[config.mk]
export PLATFORM = sky130hd
export DESIGN_NAME = trapezoid_profile_travel_time_top_flat
export DESIGN_NICKNAME = d
export VERILOG_FILES = /design/src/rtl/tptt_pkg.sv /design/src/rtl/tptt_if.sv /design/src/rtl/trapezoid_profile_travel_time_top.sv /design/src/flat_wrapper.sv
export SDC_FILE = /design/constraint.sdc
export NUM_CORES = 2
export LEC_CHECK = 0
export BUFFER_PORTS_ARGS = -buffer_cell sky130_fd_sc_hd__buf_2
export CORE_MARGIN = 2
export CORE_UTILIZATION = 35
export DETAILED_ROUTE_END_ITERATION = 12
export HOLD_SLACK_MARGIN = 0.15
export SLEW_MARGIN = 5
export SYNTH_ARGS = -nofsm -noshare
export SYNTH_HDL_FRONTEND = slang
export SYNTH_SLANG_ARGS = --single-unit
[constraint.sdc]
create_clock -name clk -period 17.4 [get_ports clk]
set_input_delay 3.48 -clock clk [delete_from_list [all_inputs] [get_ports clk]]
set_output_delay 3.48 -clock clk [all_outputs]
set_load 0.1 [all_outputs]
[src/rtl/tptt_pkg.sv]
`default_nettype none
package tptt_pkg;

  localparam int unsigned NUM_CLASSES = 3;
  localparam int unsigned CLS_W = 2;
  localparam int unsigned DIST_W = 32;
  localparam int unsigned SPD_W = 24;
  localparam int unsigned SEC_W = 32;
  localparam int unsigned CFG_IDX_W = 3;
  localparam int unsigned CFG_DATA_W = 32;

  localparam logic [CFG_IDX_W-1:0] REG_TOL = 3'd0;
  localparam logic [CFG_IDX_W-1:0] REG_TOP0 = 3'd1;
  localparam logic [CFG_IDX_W-1:0] REG_ACC0 = 3'd2;
  localparam logic [CFG_IDX_W-1:0] REG_TOP1 = 3'd3;
  localparam logic [CFG_IDX_W-1:0] REG_ACC1 = 3'd4;
  localparam logic [CFG_IDX_W-1:0] REG_TOP2 = 3'd5;
  localparam logic [CFG_IDX_W-1:0] REG_ACC2 = 3'd6;
  localparam logic [CFG_IDX_W-1:0] REG_LAST = 3'(2 * NUM_CLASSES);
  localparam logic [DIST_W-1:0] TOL_RESET = 32'd512;
  localparam logic [SEC_W-1:0] SEC_SAT = 32'hFFFF_FFFF;

  typedef enum logic [3:0] {
    ST_IDLE,
    ST_START,
    ST_MUL_AR,
    ST_MUL_TT,
    ST_MUL_UU,
    ST_MUL_DD,
    ST_MUL_AT,
    ST_SELECT,
    ST_SQRT,
    ST_TRI,
    ST_DIV_CHK,
    ST_DIV,
    ST_DONE
  } tptt_state_t;

endpackage
`default_nettype wire

[src/rtl/tptt_if.sv]
`default_nettype none
interface tptt_in_if;
  logic valid;
  logic ready;
  logic [tptt_pkg::CLS_W-1:0] class_index;
  logic [tptt_pkg::DIST_W-1:0] distance;
  logic [tptt_pkg::SPD_W-1:0] current_speed;
  logic last_leg;
  modport source(output valid, class_index, distance, current_speed, last_leg, input ready);
  modport sink(input valid, class_index, distance, current_speed, last_leg, output ready);
endinterface

interface tptt_out_if;
  logic valid;
  logic ready;
  logic [tptt_pkg::SEC_W-1:0] leg_seconds;
  logic leg_unable;
  logic [tptt_pkg::SEC_W-1:0] group_seconds;
  logic group_none;
  logic group_done;
  modport source(output valid, leg_seconds, leg_unable, group_seconds, group_none, group_done,
                 input ready);
  modport sink(input valid, leg_seconds, leg_unable, group_seconds, group_none, group_done,
               output ready);
endinterface

interface tptt_cfg_if;
  logic valid;
  logic ready;
  logic [tptt_pkg::CFG_IDX_W-1:0] index;
  logic [tptt_pkg::CFG_DATA_W-1:0] data;
  modport source(output valid, index, data, input ready);
  modport sink(input valid, index, data, output ready);
endinterface
`default_nettype wire

[src/rtl/trapezoid_profile_travel_time_top.sv]
`default_nettype none
// Trapezoid profile travel time.
// in_chan takes one leg word (class, distance Q24.8, speed Q16.8, last flag).
// out_chan returns one result word per leg: leg time in seconds Q24.8
// (saturating), an unable flag, and on the last leg of a group the slowest
// reachable leg time of that group.
// cfg_chan writes registers: 0 arrival tolerance, then top speed and accel
// for each class in turn. It is always ready; write only while idle.
// Sequence: a leg within tolerance or of a class that cannot move goes from
// the start state straight to done. A computed leg on the trapezoid path
// takes five products on one shared 24x32 multiplier, a select state, a
// range check and 32 division steps; the triangle path runs a 32-step
// square root before the range check and division. A saturating time skips
// the division steps.
// Flow: one leg is worked at a time; in_chan is ready only while the
// sequencer is idle, so a new leg is taken only after the last one is done.
// The result sits in an output register, so the next leg is accepted
// while the receiver stalls; a finished leg then waits until that register
// frees up.
// Reset (rst_n low, synchronous) sets the tolerance to 2.0 m, clears all
// class settings and the group state, and empties the output register.
module trapezoid_profile_travel_time_top (
  input wire clk,
  input wire rst_n,
  tptt_in_if.sink in_chan,
  tptt_out_if.source out_chan,
  tptt_cfg_if.sink cfg_chan
);

  // configuration
  logic [tptt_pkg::DIST_W-1:0] tol_r;
  logic [tptt_pkg::SPD_W-1:0] top_r [tptt_pkg::NUM_CLASSES];
  logic [tptt_pkg::SPD_W-1:0] acc_r [tptt_pkg::NUM_CLASSES];

  // sequencer
  tptt_pkg::tptt_state_t state_r, state_nxt;
  logic [4:0] cnt_r;

  // leg captured at accept
  logic [tptt_pkg::CLS_W-1:0] cls_r;
  logic [tptt_pkg::DIST_W-1:0] dist_r;
  logic [tptt_pkg::SPD_W-1:0] spd_r;
  logic last_r;

  // working values
  logic [tptt_pkg::SPD_W-1:0] t_r, a_r, u_r;
  logic [tptt_pkg::DIST_W-1:0] r_r;
  logic [55:0] ar_r;
  logic [47:0] tt_r, uu_r, dd_r, at_r;
  logic [65:0] num_r;
  logic [47:0] den_r;
  logic [63:0] rem_r, root_r, sbit_r;
  logic [31:0] quo_r;
  logic [tptt_pkg::SEC_W-1:0] secs_r;
  logic unable_r;

  // group state
  logic [tptt_pkg::SEC_W-1:0] slow_r;
  logic any_r;

  // output register
  logic out_valid_r;
  logic [tptt_pkg::SEC_W-1:0] o_leg_r, o_grp_r;
  logic o_unable_r, o_none_r, o_done_r;

  // shared multiplier and control
  logic [23:0] mul_a;
  logic [31:0] mul_b;
  logic [55:0] prod;
  logic accept, load;
  logic trap_sel;
  logic [57:0] ar2;
  logic [64:0] sq_try;
  logic [31:0] num_lo;
  logic [48:0] div_sh;
  logic div_ge;
  logic div_sat;
  logic [23:0] t_sel, a_sel;
  logic cls_ok;
  logic [25:0] u4;
  logic [tptt_pkg::SEC_W-1:0] new_slow;
  logic new_any;
  logic [2:0] cfg_k;
  logic [1:0] cfg_cls;

  assign prod = mul_a * mul_b;
  assign ar2 = {1'b0, ar_r, 1'b0};
  assign trap_sel = {ar_r, 1'b0} >= ({1'b0, tt_r, 1'b0} - {9'd0, uu_r});
  assign sq_try = {1'b0, root_r} + {1'b0, sbit_r};
  assign num_lo = num_r[31:0];
  assign div_sh = {rem_r[47:0], num_lo[cnt_r]};
  assign div_ge = div_sh >= {1'b0, den_r};
  // quotient of 33 bits or more when the upper numerator reaches the divisor
  assign div_sat = {14'd0, num_r[65:32]} >= den_r;
  assign u4 = {u_r, 2'b00};
  assign cls_ok = 32'(cls_r) < tptt_pkg::NUM_CLASSES;
  assign t_sel = cls_ok ? top_r[cls_r] : '0;
  assign a_sel = cls_ok ? acc_r[cls_r] : '0;

  // next state
  always_comb begin
    state_nxt = state_r;
    case (state_r)
      tptt_pkg::ST_IDLE: if (in_chan.valid) state_nxt = tptt_pkg::ST_START;
      tptt_pkg::ST_START: begin
        if (dist_r <= tol_r || t_sel == '0 || a_sel == '0) state_nxt = tptt_pkg::ST_DONE;
        else state_nxt = tptt_pkg::ST_MUL_AR;
      end
      tptt_pkg::ST_MUL_AR: state_nxt = tptt_pkg::ST_MUL_TT;
      tptt_pkg::ST_MUL_TT: state_nxt = tptt_pkg::ST_MUL_UU;
      tptt_pkg::ST_MUL_UU: state_nxt = tptt_pkg::ST_MUL_DD;
      tptt_pkg::ST_MUL_DD: state_nxt = tptt_pkg::ST_MUL_AT;
      tptt_pkg::ST_MUL_AT: state_nxt = tptt_pkg::ST_SELECT;
      tptt_pkg::ST_SELECT: state_nxt = trap_sel ? tptt_pkg::ST_DIV_CHK : tptt_pkg::ST_SQRT;
      tptt_pkg::ST_SQRT: if (cnt_r == '0) state_nxt = tptt_pkg::ST_TRI;
      tptt_pkg::ST_TRI: begin
        if (root_r < {38'd0, u4}) state_nxt = tptt_pkg::ST_DONE;
        else state_nxt = tptt_pkg::ST_DIV_CHK;
      end
      tptt_pkg::ST_DIV_CHK: begin
        if (div_sat) state_nxt = tptt_pkg::ST_DONE;
        else state_nxt = tptt_pkg::ST_DIV;
      end
      tptt_pkg::ST_DIV: if (cnt_r == '0) state_nxt = tptt_pkg::ST_DONE;
      tptt_pkg::ST_DONE: if (!out_valid_r || out_chan.ready) state_nxt = tptt_pkg::ST_IDLE;
      default: state_nxt = tptt_pkg::ST_IDLE;
    endcase
  end

  // control outputs and multiplier operands
  always_comb begin
    in_chan.ready = 1'b0;
    load = 1'b0;
    mul_a = '0;
    mul_b = '0;
    case (state_r)
      tptt_pkg::ST_IDLE: in_chan.ready = 1'b1;
      tptt_pkg::ST_MUL_AR: begin
        mul_a = a_r;
        mul_b = r_r;
      end
      tptt_pkg::ST_MUL_TT: begin
        mul_a = t_r;
        mul_b = {8'd0, t_r};
      end
      tptt_pkg::ST_MUL_UU: begin
        mul_a = u_r;
        mul_b = {8'd0, u_r};
      end
      tptt_pkg::ST_MUL_DD: begin
        mul_a = t_r - u_r;
        mul_b = {8'd0, t_r - u_r};
      end
      tptt_pkg::ST_MUL_AT: begin
        mul_a = a_r;
        mul_b = {8'd0, t_r};
      end
      tptt_pkg::ST_DONE: load = !out_valid_r || out_chan.ready;
      default: ;
    endcase
  end

  assign accept = in_chan.valid && in_chan.ready;

  // capture leg and run datapath
  always_ff @(posedge clk) begin
    if (accept) begin
      cls_r <= in_chan.class_index;
      dist_r <= in_chan.distance;
      spd_r <= in_chan.current_speed;
      last_r <= in_chan.last_leg;
    end
    case (state_r)
      tptt_pkg::ST_START: begin
        secs_r <= '0;
        unable_r <= (dist_r > tol_r) && (t_sel == '0 || a_sel == '0);
        t_r <= t_sel;
        a_r <= a_sel;
        u_r <= (spd_r > t_sel) ? t_sel : spd_r;
        r_r <= dist_r - tol_r;
      end
      tptt_pkg::ST_MUL_AR: ar_r <= prod;
      tptt_pkg::ST_MUL_TT: tt_r <= prod[47:0];
      tptt_pkg::ST_MUL_UU: uu_r <= prod[47:0];
      tptt_pkg::ST_MUL_DD: dd_r <= prod[47:0];
      tptt_pkg::ST_MUL_AT: at_r <= prod[47:0];
      tptt_pkg::ST_SELECT: begin
        // trapezoid: 128*((T-U)^2 + T^2 + 2AR) / (A*T)
        num_r <= {1'b0, 58'(ar2 + {10'd0, dd_r} + {10'd0, tt_r}), 7'd0};
        den_r <= at_r;
        // triangle: root of 32*(2AR + U^2)
        rem_r <= {1'b0, 58'(ar2 + {10'd0, uu_r}), 5'd0};
        root_r <= '0;
        sbit_r <= 64'd1 << 62;
        cnt_r <= 5'd31;
      end
      tptt_pkg::ST_SQRT: begin
        if ({1'b0, rem_r} >= sq_try) begin
          rem_r <= rem_r - sq_try[63:0];
          root_r <= (root_r >> 1) + sbit_r;
        end else begin
          root_r <= root_r >> 1;
        end
        sbit_r <= sbit_r >> 2;
        cnt_r <= cnt_r - 5'd1;
      end
      tptt_pkg::ST_TRI: begin
        num_r <= {28'd0, 32'(root_r[31:0] - {6'd0, u4}), 6'd0};
        den_r <= {24'd0, a_r};
      end
      tptt_pkg::ST_DIV_CHK: begin
        // quotient of 33 bits or more saturates
        if (div_sat) secs_r <= tptt_pkg::SEC_SAT;
        rem_r <= {30'd0, num_r[65:32]};
        cnt_r <= 5'd31;
      end
      tptt_pkg::ST_DIV: begin
        if (div_ge) rem_r <= {15'd0, div_sh - {1'b0, den_r}};
        else rem_r <= {15'd0, div_sh};
        quo_r <= {quo_r[30:0], div_ge};
        cnt_r <= cnt_r - 5'd1;
        if (cnt_r == '0) secs_r <= {quo_r[30:0], div_ge};
      end
      default: ;
    endcase
  end

  // group tracking: keep the slowest reachable leg
  always_comb begin
    new_any = any_r || !unable_r;
    new_slow = slow_r;
    if (!unable_r && (!any_r || secs_r > slow_r)) new_slow = secs_r;
  end

  always_ff @(posedge clk) begin
    if (!rst_n) begin
      state_r <= tptt_pkg::ST_IDLE;
      slow_r <= '0;
      any_r <= 1'b0;
      out_valid_r <= 1'b0;
    end else begin
      state_r <= state_nxt;
      if (load) begin
        out_valid_r <= 1'b1;
        slow_r <= last_r ? '0 : new_slow;
        any_r <= last_r ? 1'b0 : new_any;
      end else if (out_chan.ready) begin
        out_valid_r <= 1'b0;
      end
    end
  end

  // output word
  always_ff @(posedge clk) begin
    if (load) begin
      o_leg_r <= secs_r;
      o_unable_r <= unable_r;
      o_grp_r <= (last_r && new_any) ? new_slow : '0;
      o_none_r <= last_r && !new_any;
      o_done_r <= last_r;
    end
  end

  assign out_chan.valid = out_valid_r;
  assign out_chan.leg_seconds = o_leg_r;
  assign out_chan.leg_unable = o_unable_r;
  assign out_chan.group_seconds = o_grp_r;
  assign out_chan.group_none = o_none_r;
  assign out_chan.group_done = o_done_r;

  // configuration writes: index 1.. alternates top speed and accel per class
  assign cfg_chan.ready = 1'b1;
  assign cfg_k = cfg_chan.index - tptt_pkg::REG_TOP0;
  assign cfg_cls = cfg_k[2:1];

  always_ff @(posedge clk) begin
    if (!rst_n) begin
      tol_r <= tptt_pkg::TOL_RESET;
      for (int i = 0; i < tptt_pkg::NUM_CLASSES; i++) begin
        top_r[i] <= '0;
        acc_r[i] <= '0;
      end
    end else if (cfg_chan.valid) begin
      if (cfg_chan.index == tptt_pkg::REG_TOL) begin
        tol_r <= cfg_chan.data;
      end else if (cfg_chan.index <= tptt_pkg::REG_LAST) begin
        if (!cfg_k[0]) top_r[cfg_cls] <= cfg_chan.data[23:0];
        else acc_r[cfg_cls] <= cfg_chan.data[23:0];
      end
    end
  end

  a_busy_not_ready: assert property (@(posedge clk) disable iff (!rst_n)
    (state_r != tptt_pkg::ST_IDLE) |-> !in_chan.ready)
    else $error("input taken while a leg is in work");

  a_div_rem: assert property (@(posedge clk) disable iff (!rst_n)
    (state_r == tptt_pkg::ST_DIV) |-> (rem_r[48:0] < {1'b0, den_r}))
    else $error("division remainder out of range");

  a_unable_zero: assert property (@(posedge clk) disable iff (!rst_n)
    out_valid_r |-> !(o_unable_r && o_leg_r != '0))
    else $error("unable leg with nonzero time");

  a_group_quiet: assert property (@(posedge clk) disable iff (!rst_n)
    (out_valid_r && !o_done_r) |-> (o_grp_r == '0 && !o_none_r))
    else $error("group fields set on a non-final leg");

  a_out_hold: assert property (@(posedge clk) disable iff (!rst_n)
    (out_valid_r && !out_chan.ready) |=> (out_valid_r && $stable(o_leg_r)))
    else $error("stalled result changed");

endmodule
`default_nettype wire

[src/flat_wrapper.sv]
// flat-port wrapper written by rule: the top's interface ports become plain ports
module trapezoid_profile_travel_time_top_flat 
  (clk, rst_n, in_chan_valid, in_chan_class_index, in_chan_distance, in_chan_current_speed, in_chan_last_leg, in_chan_ready, out_chan_valid, out_chan_leg_seconds, out_chan_leg_unable, out_chan_group_seconds, out_chan_group_none, out_chan_group_done, out_chan_ready, cfg_chan_valid, cfg_chan_index, cfg_chan_data, cfg_chan_ready);
  tptt_in_if in_chan_i ();
  tptt_out_if out_chan_i ();
  tptt_cfg_if cfg_chan_i ();
  input wire clk;
  input wire rst_n;
  input wire logic [$bits(in_chan_i.valid)-1:0] in_chan_valid;
  input wire logic [$bits(in_chan_i.class_index)-1:0] in_chan_class_index;
  input wire logic [$bits(in_chan_i.distance)-1:0] in_chan_distance;
  input wire logic [$bits(in_chan_i.current_speed)-1:0] in_chan_current_speed;
  input wire logic [$bits(in_chan_i.last_leg)-1:0] in_chan_last_leg;
  output wire logic [$bits(in_chan_i.ready)-1:0] in_chan_ready;
  output wire logic [$bits(out_chan_i.valid)-1:0] out_chan_valid;
  output wire logic [$bits(out_chan_i.leg_seconds)-1:0] out_chan_leg_seconds;
  output wire logic [$bits(out_chan_i.leg_unable)-1:0] out_chan_leg_unable;
  output wire logic [$bits(out_chan_i.group_seconds)-1:0] out_chan_group_seconds;
  output wire logic [$bits(out_chan_i.group_none)-1:0] out_chan_group_none;
  output wire logic [$bits(out_chan_i.group_done)-1:0] out_chan_group_done;
  input wire logic [$bits(out_chan_i.ready)-1:0] out_chan_ready;
  input wire logic [$bits(cfg_chan_i.valid)-1:0] cfg_chan_valid;
  input wire logic [$bits(cfg_chan_i.index)-1:0] cfg_chan_index;
  input wire logic [$bits(cfg_chan_i.data)-1:0] cfg_chan_data;
  output wire logic [$bits(cfg_chan_i.ready)-1:0] cfg_chan_ready;
  assign in_chan_i.valid = in_chan_valid;
  assign in_chan_i.class_index = in_chan_class_index;
  assign in_chan_i.distance = in_chan_distance;
  assign in_chan_i.current_speed = in_chan_current_speed;
  assign in_chan_i.last_leg = in_chan_last_leg;
  assign in_chan_ready = in_chan_i.ready;
  assign out_chan_valid = out_chan_i.valid;
  assign out_chan_leg_seconds = out_chan_i.leg_seconds;
  assign out_chan_leg_unable = out_chan_i.leg_unable;
  assign out_chan_group_seconds = out_chan_i.group_seconds;
  assign out_chan_group_none = out_chan_i.group_none;
  assign out_chan_group_done = out_chan_i.group_done;
  assign out_chan_i.ready = out_chan_ready;
  assign cfg_chan_i.valid = cfg_chan_valid;
  assign cfg_chan_i.index = cfg_chan_index;
  assign cfg_chan_i.data = cfg_chan_data;
  assign cfg_chan_ready = cfg_chan_i.ready;
  trapezoid_profile_travel_time_top u_core (.clk(clk), .rst_n(rst_n), .in_chan(in_chan_i), .out_chan(out_chan_i), .cfg_chan(cfg_chan_i));
endmodule
==> flow_summary.ini <==
[placed_design]
gp_congestion = 0.962
post_dp_cell_area_um2 = 97000
worst_slack_at_placement_ns = 5.71
placed_insts = 12600
io_buffer_count = 167
dp_hpwl_mm = 239

[clock_network]
cts.htree.levels = 3
clk_transition_reported_paths_ns = 0.07
post_cts_resized = 0
tritoncts = done
clk-insertion-delay-late_ns = 0.81
numCtsBuffers = 116
postCtsSetupRepairBufs = 0
cts_num_sinks = 1078
ctsRootBufferMaster = clkbuf_16
max-clock-path-buffers = 3
cts_hold_buf = 0

[synth]
synth.ff_latch_count = 1078
synth_area_leaders = edfxtp_1 33%, fa_1 15%, ha_1 9.9%
synth.top_cell.area_share_pct = 32.8
ys_async_sr_fraction_pct = 0
synth_area_per_cell_um2 = 9.98
yosysWarnings = 0
synth_nets = 10800
post_synth_inst_count = 9232
yosys.cell_count.top_type = inv_1
synth.yosys.seq_area_share_pct = 34.4
ys.flop_type = edfxtp_1
synthTopCellsByCount = 1091 x inv_1, 1079 x nand2_1, 1006 x edfxtp_1, 731 x ha_1, 713 x fa_1
synth.lib_cells_used.distinct = 98
synth_top_cell_by_area = edfxtp_1
synth-edff-count = 1006
netlist_area_um2 = 92100

[power]
clock_power_share_pct = 16.1
peakVddDrop_mv = 0.106
total_switching_power_mw = 7.94
internal-power_mw = 8.34
power_density_nw_per_um2 = 161
p_comb_share_pct = 57.3
power.share.switching_pct = 48.8
leakagePower_nw = 42.3
power.share.sequential_pct = 26.6

[global_route]
grt_start_max_net_pins = 71
grt_use_total_pct = 22.8
antenna_violations_before_repair = 13
first_pass_grt_wire_length_mm = 460
gr-total-overflow = 0
grt_pass1_vias = 72400

[sta]
skew_ns = 0.0844
post_layout_minimum_cycle_time_ns = 11.91
rsz0062_at_grt = false
timing_max_transition_violations_final = 0
worst_setup_slack_final_ns = 5.49
setup_viol_count_final = 0
worst_hold_slack_ns = 0.423
timing.slew.headroom_pct = 3.90
transition_time_at_the_pin_with_the_least_slew_margin_ns = 1.44
max_freq_ghz = 0.0840
timing.final.hold_violations = 0
min_period_over_period_pct = 68.4
finalSetupTns_ns = 0

[worst_setup_path]
path_max_fanout = 18
slowest_stage_delay_on_critical_path_ns = 0.98
critical_path.startpoint_type = flip-flop
timing.reg2reg.setup_slack_ns = 5.49
crit_arrival_ns = 12.47
r2r_cells = 39
worst_r2r_startpoint = u_core.t_r[0]$_DFFE_PN_
timing_worst_setup_path_type = flip-flop to flip-flop
critical_path.most_common_cell = fa_1
critical_path.slowest_cell = a221o_1
regToRegEndpoint = u_core.ar_r[43]$_DFFE_PP_
timing.critical_path.to_type = flip-flop
timing.critical_path.required_ns = 17.96

[die]
core.rowCount = 188
die_height_um = 517
floorplan.initialDensity_pct = 35.2
core_um2 = 262000
ios = 169
die-area_um2 = 267000
die_width_um = 517

[finish]
layoutNonFillerInstCount = 12900
n_fill_cell = 25800
flow.area_growth_from_synthesis_pct = 9.68
nets = 10800
layout-drive-gt1-share_pct = 7.04
fin_area_um2 = 101000

[status]
run_status = completed

[route]
antenna_violating_nets_post_route = 0
drcViolationCount = 0
wl_mm = 307
route.vias.total = 71600
routedWlPerCell_um = 23.8
drt_first_iter_violations = 7192
drt_pass1_iterations = 6
viasPerCell = 5.56

[min_path]
timing.hold.worst.class = flip-flop to flip-flop
worst_hold_path.num_cells = 0
worst_hold_startpoint = u_core.quo_r[26]$_DFFE_PP_
worst_hold_path.endpoint = u_core.quo_r[27]$_DFFE_PP_

[run]
maxCapViolations = 0
-- cells by family after synthesis --
kind of cell | share of synthesized area, %
DFF | 34.4
buffers and inverters | 6.02
and+or+nand+nor | 14.1
xor gates and xnor gates | 4.40
other | 0.00407
AOI/OAI and AO/OA | 13.5
adders and majority gates | 25.4
muxes | 2.28
-- placed cells by master (no fill, tap or decap), types with 28 or more instances in the layout --
| cell | n |
|---|---|
| inv_1 | 1088 |
| nand2_1 | 1077 |
| edfxtp_1 | 1006 |
| ha_1 | 731 |
| fa_1 | 713 |
| nor2_1 | 629 |
| a21oi_1 | 499 |
| o21ai_0 | 337 |
| and2_1 | 294 |
| a21o_1 | 277 |
| xor2_1 | 233 |
| xnor2_1 | 230 |
| buf_2 | 167 |
| nand4_1 | 123 |
| nand3_1 | 123 |
| clkbuf_16 | 116 |
| buf_4 | 103 |
| nor3_1 | 101 |
| nor2b_1 | 89 |
| a31oi_1 | 84 |
| and3_1 | 80 |
| nand2b_1 | 78 |
| dfxtp_1 | 70 |
| o21bai_1 | 55 |
| mux4_2 | 55 |
| o21a_1 | 54 |
| a211oi_1 | 53 |
| mux2i_1 | 52 |
| a221oi_1 | 50 |
| nor4_1 | 47 |
| a221o_1 | 47 |
| o211ai_1 | 41 |
| a32o_1 | 37 |
| or3_1 | 36 |
| mux2_2 | 30 |
| a21boi_0 | 28 |
| o31ai_1 | 28 |
-- layout make-up --
type | count | area (µm²) | area share (%)
Tap cell | 3515 | 4400 | 4.35
Inverter | 1094 | 4110 | 4.07
Clock buffer | 143 | 3110 | 3.08
Antenna cell | 2 | 5.00 | 0.00495
Multi-Input combinational cell | 6690 | 55200 | 54.6
Sequential cell | 1078 | 31700 | 31.3
Timing Repair Buffer | 270 | 1610 | 1.59
Clock inverter | 77 | 946 | 0.936
-- stage by stage --
step | util (%) | power [mW]
CTS | 38.6 | 16.2
global route | 38.6 | 17.3
floorplan | - | 10.2
global placement | 37.0 | 13.4
detailed placement | 37.0 | 13.5
finish | 38.6 | 16.3
-- how the worst max path moves through the flow --
| stage | startpoint | end | slack (ns) |
|---|---|---|---|
| 3_3_place_gp | u_core.t_r[0]$_DFFE_PN_ | u_core.ar_r[43]$_DFFE_PP_ | 5.65 |
| 4_1_cts | u_core.t_r[0]$_DFFE_PN_ | u_core.ar_r[43]$_DFFE_PP_ | 5.64 |
| 3_5_place_dp | u_core.t_r[0]$_DFFE_PN_ | u_core.ar_r[43]$_DFFE_PP_ | 5.71 |
| 2_1_floorplan | u_core.state_r[0]$_SDFFE_PN0P_ | u_core.ar_r[43]$_DFFE_PP_ | 7.38 |
| 5_1_grt | u_core.t_r[0]$_DFFE_PN_ | u_core.ar_r[43]$_DFFE_PP_ | 5.01 |
| 6_report | u_core.t_r[0]$_DFFE_PN_ | u_core.ar_r[43]$_DFFE_PP_ | 5.49 |
-- critical path, delay by kind of cell, from the launching register on --
| family | cells | cell delay, ns |
|---|---|---|
| adders and majority gates | 10 | 4.56 |
| and+or+nand+nor | 5 | 1.21 |
| DFF | 1 | 0.47 |
| buffers and inverters | 7 | 0.42 |
| xor gates and xnor gates | 2 | 0.41 |
| AOI/OAI and AO/OA | 15 | 4.57 |
-- power by group through the flow --
stage                     Clock (mW)  Sequential [mW]  Combinational, mW
final                           2.62             4.32               9.34
after global routing            2.77             4.35               10.1
after CTS                       2.67             4.30               9.20
after detailed placement           0             4.35               9.14
after global placement             0             4.35               9.05
after floorplan                    0             4.06               6.17
-- per-layer routing --
metal	part of all wire (%)	global-route usage [%]
met1	43	31.0
met2	45	36.1
met3	8.2	4.18
met4	4.0	8.18
met5	0.050	0.288
-- sequential cells by signal, summed over array words and instances (netlist names), 31 cells and up, named ones only --
name                           cells
u_core.den_r                      48
u_core.rem_r                      64
u_core.out_chan.group_seconds     32
u_core.dd_r                       48
u_core.at_r                       48
u_core.out_chan.leg_seconds       32
u_core.root_r                     64
u_core.num_r                      59
u_core.slow_r                     32
u_core.uu_r                       48
u_core.ar_r                       56
u_core.acc_r                      96
u_core.tt_r                       48
u_core.r_r                        32
u_core.dist_r                     32
u_core.top_r                      96
u_core.quo_r                      31
u_core.sbit_r                     32
u_core.secs_r                     32
u_core.tol_r                      32
(Power assumes the default switching activity.)
